--- config.mk ---
export PLATFORM = sky130hd
export DESIGN_NAME = shtr_div1000
export DESIGN_NICKNAME = d
export VERILOG_FILES = /design/src/hw/rtl/shtr_pkg.sv /design/src/hw/rtl/shtr_div1000.sv
export SDC_FILE = /design/constraint.sdc
export NUM_CORES = 2
export LEC_CHECK = 0
export BUFFER_PORTS_ARGS = -buffer_cell sky130_fd_sc_hd__buf_2
export CORE_MARGIN = 2
export CORE_UTILIZATION = 45
export CTS_CLUSTER_SIZE = 12
export DETAILED_ROUTE_END_ITERATION = 8
export SYNTH_ARGS = -nofsm -noshare
export SYNTH_HDL_FRONTEND = slang
export SYNTH_SLANG_ARGS = --single-unit
--- constraint.sdc ---
create_clock -name aclk -period 39 [get_ports aclk]
set_input_delay 0 -clock aclk [delete_from_list [all_inputs] [get_ports aclk]]
set_output_delay 0 -clock aclk [all_outputs]
set_load 0.005 [all_outputs]
--- src/hw/rtl/shtr_pkg.sv ---
// shared types, constants and helper functions for the timestamp recovery block
`timescale 1ns / 1ps
`default_nettype none

package shtr_pkg;

    // field widths
    localparam int TIME_W     = 64;
    localparam int HOST_W     = 63;
    localparam int HUB_W      = 53;
    localparam int STAMP_W    = 24;
    localparam int LAT_W      = 32;
    localparam int NUDGE_W    = 24;
    localparam int DIR_W      = 2;
    localparam int OPCODE_W   = 2;
    localparam int CFG_IDX_W  = 2;
    localparam int CFG_DATA_W = 32;

    // width of the hub microsecond counter that rolls over
    localparam int SHORT_TIME_BITS = 28;
    localparam int HI_W            = TIME_W - SHORT_TIME_BITS;

    // a short stamp counts 16 us units
    localparam int STAMP_SHIFT = 4;

    localparam logic [TIME_W-1:0] ROLL_THRESHOLD_US = 64'd130000000;
    localparam int                NS_PER_US         = 1000;

    // config reset values
    localparam logic [LAT_W-1:0]   MAX_LAT_RESET = 32'd100000000;
    localparam logic [LAT_W-1:0]   MIN_LAT_RESET = 32'd200000;
    localparam logic [NUDGE_W-1:0] NUDGE_RESET   = 24'd50000;

    // divide by 1000, one 16-bit digit per step
    localparam int DIGIT_W     = 16;
    localparam int DIGITS      = TIME_W / DIGIT_W;
    localparam int REM_W       = 10;
    localparam int DX_W        = REM_W + DIGIT_W;
    localparam int RECIP_W     = 27;
    localparam int RECIP_SHIFT = DX_W + REM_W;
    localparam logic [RECIP_W-1:0] RECIP = 27'd68719476;

    // nudge direction codes
    localparam logic [DIR_W-1:0] DIR_NONE = 2'b00;
    localparam logic [DIR_W-1:0] DIR_UP   = 2'b01;
    localparam logic [DIR_W-1:0] DIR_DOWN = 2'b11;

    typedef enum logic [OPCODE_W-1:0] {
        OP_SYNC    = 2'd0,
        OP_RECOVER = 2'd1,
        OP_DRIFT   = 2'd2
    } op_t;

    typedef enum logic [CFG_IDX_W-1:0] {
        REG_MAX_LATENCY = 2'd0,
        REG_MIN_LATENCY = 2'd1,
        REG_NUDGE       = 2'd2
    } cfg_reg_t;

    // per-item data that rides alongside the divider
    typedef struct packed {
        op_t                        op;
        logic [DIR_W-1:0]           dir;
        logic [TIME_W-1:0]          offset;
        logic [SHORT_TIME_BITS-1:0] stamp;
        logic                       neg;
    } side_t;

    // x * 1000 as 1024 - 16 - 8, modulo 2^64
    function automatic logic [TIME_W-1:0] mul1000_time(input logic [TIME_W-1:0] a);
        return (a << 10) - (a << 4) - (a << 3);
    endfunction

    // same on a divider step word
    function automatic logic [DX_W-1:0] mul1000_dx(input logic [DX_W-1:0] a);
        return (a << 10) - (a << 4) - (a << 3);
    endfunction

endpackage

`default_nettype wire

--- src/hw/rtl/shtr_div1000.sv ---
// pipelined unsigned divide by 1000, one 16-bit quotient digit per two stages
`timescale 1ns / 1ps
`default_nettype none

module shtr_div1000 (
    input  wire                              aclk,
    input  wire                              aresetn,
    input  wire                              in_valid,
    output logic                             in_ready,
    input  wire  [shtr_pkg::TIME_W-1:0]      in_mag,
    input  shtr_pkg::side_t                  in_side,
    output logic                             out_valid,
    input  wire                              out_ready,
    output logic [shtr_pkg::TIME_W-1:0]      out_quot,
    output shtr_pkg::side_t                  out_side
);

    localparam int NDIG  = shtr_pkg::DIGITS;
    localparam int TW    = shtr_pkg::TIME_W;
    localparam int DW    = shtr_pkg::DIGIT_W;
    localparam int XW    = shtr_pkg::DX_W;
    localparam int RW    = shtr_pkg::REM_W;
    localparam int PW    = shtr_pkg::DX_W + shtr_pkg::RECIP_W;

    // multiply stage registers
    logic                    mul_valid_reg [NDIG];
    logic [XW-1:0]           mul_x_reg     [NDIG];
    logic [DW-1:0]           mul_q0_reg    [NDIG];
    logic [TW-1:0]           mul_quot_reg  [NDIG];
    shtr_pkg::side_t         mul_side_reg  [NDIG];
    logic [TW-1:0]           mul_mag_reg   [NDIG-1];

    // fix-up stage registers
    logic                    fix_valid_reg [NDIG];
    logic [RW-1:0]           fix_rem_reg   [NDIG];
    logic [TW-1:0]           fix_quot_reg  [NDIG];
    shtr_pkg::side_t         fix_side_reg  [NDIG];
    logic [TW-1:0]           fix_mag_reg   [NDIG-1];

    logic                    mul_ready [NDIG];
    logic                    fix_ready [NDIG];

    genvar d;
    generate
        for (d = 0; d < NDIG; d++) begin : g_digit
            logic                v_in;
            logic [RW-1:0]       rem_in;
            logic [TW-1:0]       mag_in;
            logic [TW-1:0]       quot_in;
            shtr_pkg::side_t     side_in;
            logic [DW-1:0]       chunk;
            logic [XW-1:0]       x_in;
            logic [PW-1:0]       prod;
            logic [XW-1:0]       back;
            logic [XW-1:0]       r0;
            logic [XW-1:0]       r_fix;
            logic                over;
            logic [DW-1:0]       digit;
            logic                fix_next_ready;

            // source of this step: the transaction input or the previous fix-up
            if (d == 0) begin : g_first
                assign v_in    = in_valid;
                assign rem_in  = '0;
                assign mag_in  = in_mag;
                assign quot_in = '0;
                assign side_in = in_side;
                assign in_ready = mul_ready[0];
            end else begin : g_next
                assign v_in    = fix_valid_reg[d-1];
                assign rem_in  = fix_rem_reg[d-1];
                assign mag_in  = fix_mag_reg[d-1];
                assign quot_in = fix_quot_reg[d-1];
                assign side_in = fix_side_reg[d-1];
            end

            if (d == NDIG - 1) begin : g_last_rdy
                assign fix_next_ready = out_ready;
            end else begin : g_mid_rdy
                assign fix_next_ready = mul_ready[d+1];
            end

            // partial remainder with the next dividend digit, times reciprocal
            assign chunk = mag_in[TW-1-d*DW -: DW];
            assign x_in  = {rem_in, chunk};
            assign prod  = {{shtr_pkg::RECIP_W{1'b0}}, x_in}
                         * {{XW{1'b0}}, shtr_pkg::RECIP};

            assign mul_ready[d] = !mul_valid_reg[d] || fix_ready[d];
            assign fix_ready[d] = !fix_valid_reg[d] || fix_next_ready;

            // multiply stage
            always_ff @(posedge aclk) begin
                if (!aresetn) begin
                    mul_valid_reg[d] <= 1'b0;
                end else if (mul_ready[d]) begin
                    mul_valid_reg[d] <= v_in;
                end
            end

            always_ff @(posedge aclk) begin
                if (v_in && mul_ready[d]) begin
                    mul_x_reg[d]    <= x_in;
                    mul_q0_reg[d]   <= prod[shtr_pkg::RECIP_SHIFT +: DW];
                    mul_quot_reg[d] <= quot_in;
                    mul_side_reg[d] <= side_in;
                end
            end

            // estimate is low by at most one: one compare and subtract
            assign back  = shtr_pkg::mul1000_dx({{RW{1'b0}}, mul_q0_reg[d]});
            assign r0    = mul_x_reg[d] - back;
            assign over  = (r0 >= XW'(shtr_pkg::NS_PER_US));
            assign r_fix = over ? (r0 - XW'(shtr_pkg::NS_PER_US)) : r0;
            assign digit = mul_q0_reg[d] + {{(DW-1){1'b0}}, over};

            // fix-up stage
            always_ff @(posedge aclk) begin
                if (!aresetn) begin
                    fix_valid_reg[d] <= 1'b0;
                end else if (fix_ready[d]) begin
                    fix_valid_reg[d] <= mul_valid_reg[d];
                end
            end

            always_ff @(posedge aclk) begin
                if (mul_valid_reg[d] && fix_ready[d]) begin
                    fix_rem_reg[d]  <= r_fix[RW-1:0];
                    fix_quot_reg[d] <= {mul_quot_reg[d][TW-DW-1:0], digit};
                    fix_side_reg[d] <= mul_side_reg[d];
                end
            end

            // dividend carried only while digits remain
            if (d < NDIG - 1) begin : g_mag
                always_ff @(posedge aclk) begin
                    if (v_in && mul_ready[d]) begin
                        mul_mag_reg[d] <= mag_in;
                    end
                end

                always_ff @(posedge aclk) begin
                    if (mul_valid_reg[d] && fix_ready[d]) begin
                        fix_mag_reg[d] <= mul_mag_reg[d];
                    end
                end
            end
        end
    endgenerate

    assign out_valid = fix_valid_reg[NDIG-1];
    assign out_quot  = fix_quot_reg[NDIG-1];
    assign out_side  = fix_side_reg[NDIG-1];

endmodule

`default_nettype wire

# --- Yosys cells after proc, flatten, opt, wreduce, memory -nomap -nowiden ---
# Memory sizes are Yosys's and may differ from the RTL's.
# Cells that the tools add are included.
classes:
  n_reduce_logical: 24
  muxes: 53
  mul: 4
  bitwise: 8
  add_sub_neg: 20
  magnitude_cmp: 4
op_table:
  columns: ["operator", "n"]
  rows:
  - ["26-bit by 25-bit multiplier with 50-bit output, second input constant", 3]
  - ["26-bit by 10-bit >= comparator with 1-bit output, second input constant", 4]
  - ["26-bit by 19-bit subtractor with 26-bit output", 4]
  - ["26-bit by 20-bit subtractor with 26-bit output", 4]
  - ["26-bit subtractor", 4]
  - ["16-bit by 1-bit adder with 16-bit output", 4]
  - ["1-bit two-way mux", 49]
  - ["16-bit by 25-bit multiplier with 41-bit output, second input constant", 1]
  - ["10-bit two-way mux", 4]
  - ["10-bit subtractor, second input constant", 4]
  - ["1-bit logical AND", 8]
  - ["1-bit logical NOT", 8]
  - ["1-bit logical OR", 8]
  - ["1-bit bitwise OR", 8]
totals:
  out_inout_bits: 163
  elab_cells: 124
  memories: 11
  regBits: 0
  ramBits: 1888
mem_list:
  columns: ["memory", "words", "width", "rd", "rd_clocked_by_memory_dff", "write_ports", "line_no", "rtl"]
  rows:
  - ["fix_side_reg", 4, 97, 4, 0, 4, "shtr_div1000.sv:37", "shtr_pkg::side_t fix_side_reg [NDIG];"]
  - ["mul_side_reg", 4, 97, 4, 0, 4, "shtr_div1000.sv:30", "shtr_pkg::side_t mul_side_reg [NDIG];"]
  - ["fix_quot_reg", 4, 64, 4, 0, 4, "shtr_div1000.sv:36", "logic [TW-1:0] fix_quot_reg [NDIG];"]
  - ["mul_quot_reg", 4, 64, 4, 0, 4, "shtr_div1000.sv:29", "logic [TW-1:0] mul_quot_reg [NDIG];"]
  - ["fix_mag_reg", 3, 64, 3, 0, 3, "shtr_div1000.sv:38", "logic [TW-1:0] fix_mag_reg [NDIG-1];"]
  - ["mul_mag_reg", 3, 64, 3, 0, 3, "shtr_div1000.sv:31", "logic [TW-1:0] mul_mag_reg [NDIG-1];"]
  - ["+5 memories", null, null, null, null, null, null, null]

# --- Longest topological paths before layout ---
# An unclocked memory read counts as a cell.
logic_depth:
  word_depth: 14
  ltp_mapped: 25

# --- Worst setup path before layout ---
# OpenSTA, ideal clock, no wires.
synth_path:
  path_kind: "reg-to-reg"
  from: "memory fix_valid_reg[3]"
  to: "memory fix_mag_reg[0][128] (netlist bit), enable pin"
  arrival_time_ns: 12.500
  slack_ns: 25.565
  setup_ns: 0.935
  required_time_ns: 38.065
  period_less_slack_ns: 13.435
  path_buffers: 0
  stages_incl_launch_ff: 4
  path_cell_list: "edfxtp_1 nor2b_1 and2_1 a21boi_0"
synth_lines:
  columns: ["item", "line_no", "rtl"]
  rows:
  - ["start: declaration", "shtr_div1000.sv:34", "logic fix_valid_reg [NDIG];"]
  - ["end: declaration", "shtr_div1000.sv:38", null]

==> out/metrics.yaml <==
global_routing:
  grt-ovfl-total: 0
  antenna_found_initial: 7
  grt_use_total_pct: 19.7
  grt_pass1_wl_um: 288000
  grt_max_degree: 159
  grt_pass1_vias: 50800
worst_hold_path:
  min_path_cells: 2
  worstHoldEndpoint: "mul_side_reg[0][16]"
  min-delay-start: "in_side[16]"
  hold_path_class: "primary input to flip-flop"
synthesis:
  ys_seq_area_share_pct: 47.7
  syn_avg_cell_area_um2: 13.6
  yosys.cell_types.count: 82
  synthArstFlopShare_pct: 0
  ys_seq_elements: 1354
  synth_cells: 6280
  synth.most_common_cell: "inv_1"
  synth_area_leader_cell: "edfxtp_1"
  yosysWarnings: 0
  synth_area_um2: 85200
  synth_edf_count: 1352
  synthFlopType: "edfxtp_1"
  yosysTopAreaCellShare_pct: 47.7
  synth_area_leaders: "edfxtp_1 (48%), fa_1 (18%), ha_1 (17%), inv_1 (7.6%), xnor2_1 (1.1%)"
  synth_commonest_cells: "inv_1 (1727), edfxtp_1 (1352), ha_1 (1179)"
critical_path:
  worst-r2r-setup-slack_ps: 31680
  crit_top_cell: "inv_1"
  criticalPathCategory: "flip-flop to flip-flop"
  rr_endpoint: "mul_q0_reg[3][14]"
  cp_num_buf_inv: 6
  cp_max_fo: 10
  crit_arrival_ps: 7820
  worst-endpoint-required_ps: 39500
  critPathCaptureType: "flip-flop"
  critPathLaunchType: "flip-flop"
  worstReg2RegStart: "fix_mag_reg[0][142]"
  path_delay_family: "adder cells"
  r2r_cells: 25
  cp_slowest_stage_delay_ps: 620
  critPathSlowestCell: "edfxtp_1"
placement:
  preCtsSetupSlack_ps: 31680
  hpwl_um: 141000
  portBuffers: 319
  place_congestion: 0.874
clock_tree:
  cts_tree: "done"
  cts-htree-levels: 4
  cts_resized: 0
  cts.sinks: 1354
  clkLatencyLatePin_ps: 800
  cts_setup_buffers: 0
  root_buffer: "clkbuf_16"
  numCtsBuffers: 144
  path_clk_slew_ps: 60
  clockBufferDepth: 3
status:
  status: "finished, final reports clean"
timing:
  hold_violations: 0
  period_share_pct: 18.8
  fmaxAchievable_mhz: 137
  finalSetupTns_ps: 0
  relSlewSlack_pct: 11.5
  rsz0062_at_grt: "false"
  tightest_slew_ps: 1320
  fin_worst_hold_slack_ps: 45.5
  maxSlewViolCount: 0
  clock_skew_ps: 50.2
  timing.final.crit_period_ps: 7320
  finalSetupViolCount: 0
  setup_ws_ps: 31680
finish:
  layout-drive-gt1-share_pct: 7.83
  num-nets-final: 9165
  area.growth.synth_to_final_pct: 14.6
routing:
  firstDrtPassIters: 8
  vias: 46700
  drc: 0
  drtIter0Drc: 2294
  via_per_inst: 4.85
  ant_nets: 0
  finalWirelength_um: 184000
  wl_per_cell_um: 19.2
die:
  initial_core_util_pct: 45.3
  core-area_um2: 188000
  die-area_um2: 193000
  pin_count: 328
  die_h_um: 439
  die_x_um: 439
  std_cell_rows: 159
run:
  drv_cap: 0
==> metrics by stage <==
stage	util (%)	area (µm²)	cells
CTS	51.9	97600	9620
detailed placement	47.9	90100	9097
global route	51.9	97600	9624
floorplan	-	85200	6287
finish	51.9	97600	9626
global placement	47.9	90100	9097
==> cell usage in the layout, fill, tap and decap left out, types with 8 or more instances in the layout <==
| master | netlist | layout |
|---|---|---|
| a31oi_1 | 18 | 17 |
| clkinv_16 | 0 | 11 |
| edfxtp_1 | 1352 | 1352 |
| a21oi_1 | 133 | 133 |
| o2111ai_1 | 9 | 9 |
| o211ai_1 | 16 | 16 |
| xnor2_1 | 107 | 107 |
| a211oi_1 | 25 | 25 |
| bufinv_16 | 0 | 8 |
| conb_1 | 1 | 8 |
| xor2_1 | 47 | 47 |
| nand3_1 | 62 | 62 |
| clkinv_1 | 0 | 15 |
| clkbuf_1 | 20 | 20 |
| buf_2 | 0 | 319 |
| clkinv_2 | 0 | 11 |
| ha_1 | 1179 | 1179 |
| nand4_1 | 44 | 44 |
| nor2_1 | 116 | 116 |
| or3_1 | 10 | 10 |
| and3_1 | 21 | 21 |
| a2111oi_0 | 11 | 10 |
| o21a_1 | 38 | 38 |
| fa_1 | 767 | 767 |
| and2_1 | 16 | 14 |
| o21ai_0 | 83 | 83 |
| a21o_1 | 105 | 105 |
| inv_1 | 1727 | 1727 |
| o21bai_1 | 17 | 17 |
| nor2b_1 | 31 | 27 |
| buf_4 | 8 | 21 |
| nor3_1 | 36 | 36 |
| dlygate4sd3_1 | 0 | 306 |
| clkbuf_16 | 0 | 144 |
| a211o_1 | 10 | 10 |
| nand2_1 | 101 | 101 |
| nand2b_1 | 24 | 24 |
==> cells by family after synthesis <==
logic type / share of synthesized area (%)
xor+xnor: 1.58
mux: 0.123
compound gates: 4.35
fa+ha+maj: 35.3
flops: 47.7
buf+inv: 7.77
other cells: 0.00440
simple gates: 3.13
==> routing by layer <==
layer	up-vias	GRT usage, %	wire (µm)
met5	-	0	0
met3	314	2.39	5340
met4	0	8.75	9050
met1	23200	23.3	73400
met2	752	35.9	96700
li1	22400	-	-
==> area by class of cell <==
cell class | count | area, µm²
Clock inverter | 54 | 785
Multi-Input combinational cell | 3178 | 38000
Inverter | 1727 | 6480
Clock buffer | 164 | 3680
Sequential cell | 1354 | 40600
Antenna cell | 5 | 12.5
Fill cell | 15900 | 90400
Tap cell | 2495 | 3120
Timing Repair Buffer | 649 | 4880
==> worst max path at each step <==
| stage | slack [ps] | to | depth (start not counted) | start |
|---|---|---|---|---|
| 5_1_grt | 31360 | mul_q0_reg[3][14] | 25 | fix_mag_reg[0][142] |
| 3_5_place_dp | 31680 | mul_q0_reg[3][14] | 25 | fix_mag_reg[0][142] |
| 4_1_cts | 31630 | mul_q0_reg[3][14] | 25 | fix_mag_reg[0][142] |
| 6_report | 31680 | mul_q0_reg[3][14] | 25 | fix_mag_reg[0][142] |
| 3_3_place_gp | 31790 | mul_q0_reg[3][14] | 25 | fix_mag_reg[0][142] |
| 2_1_floorplan | 25560 | fix_mag_reg[0][128] | 3 | fix_valid_reg[3] |
==> timing repair <==
action                                 4_1_cts  5_1_grt
hold buffers                               305        1
setup endpoints to repair                    0        0
endpoints found under the hold margin      214        1
Power is left out: the tool's default activity adds up to more than one toggle a clock period on the data nets, which glitch-free logic cannot reach.
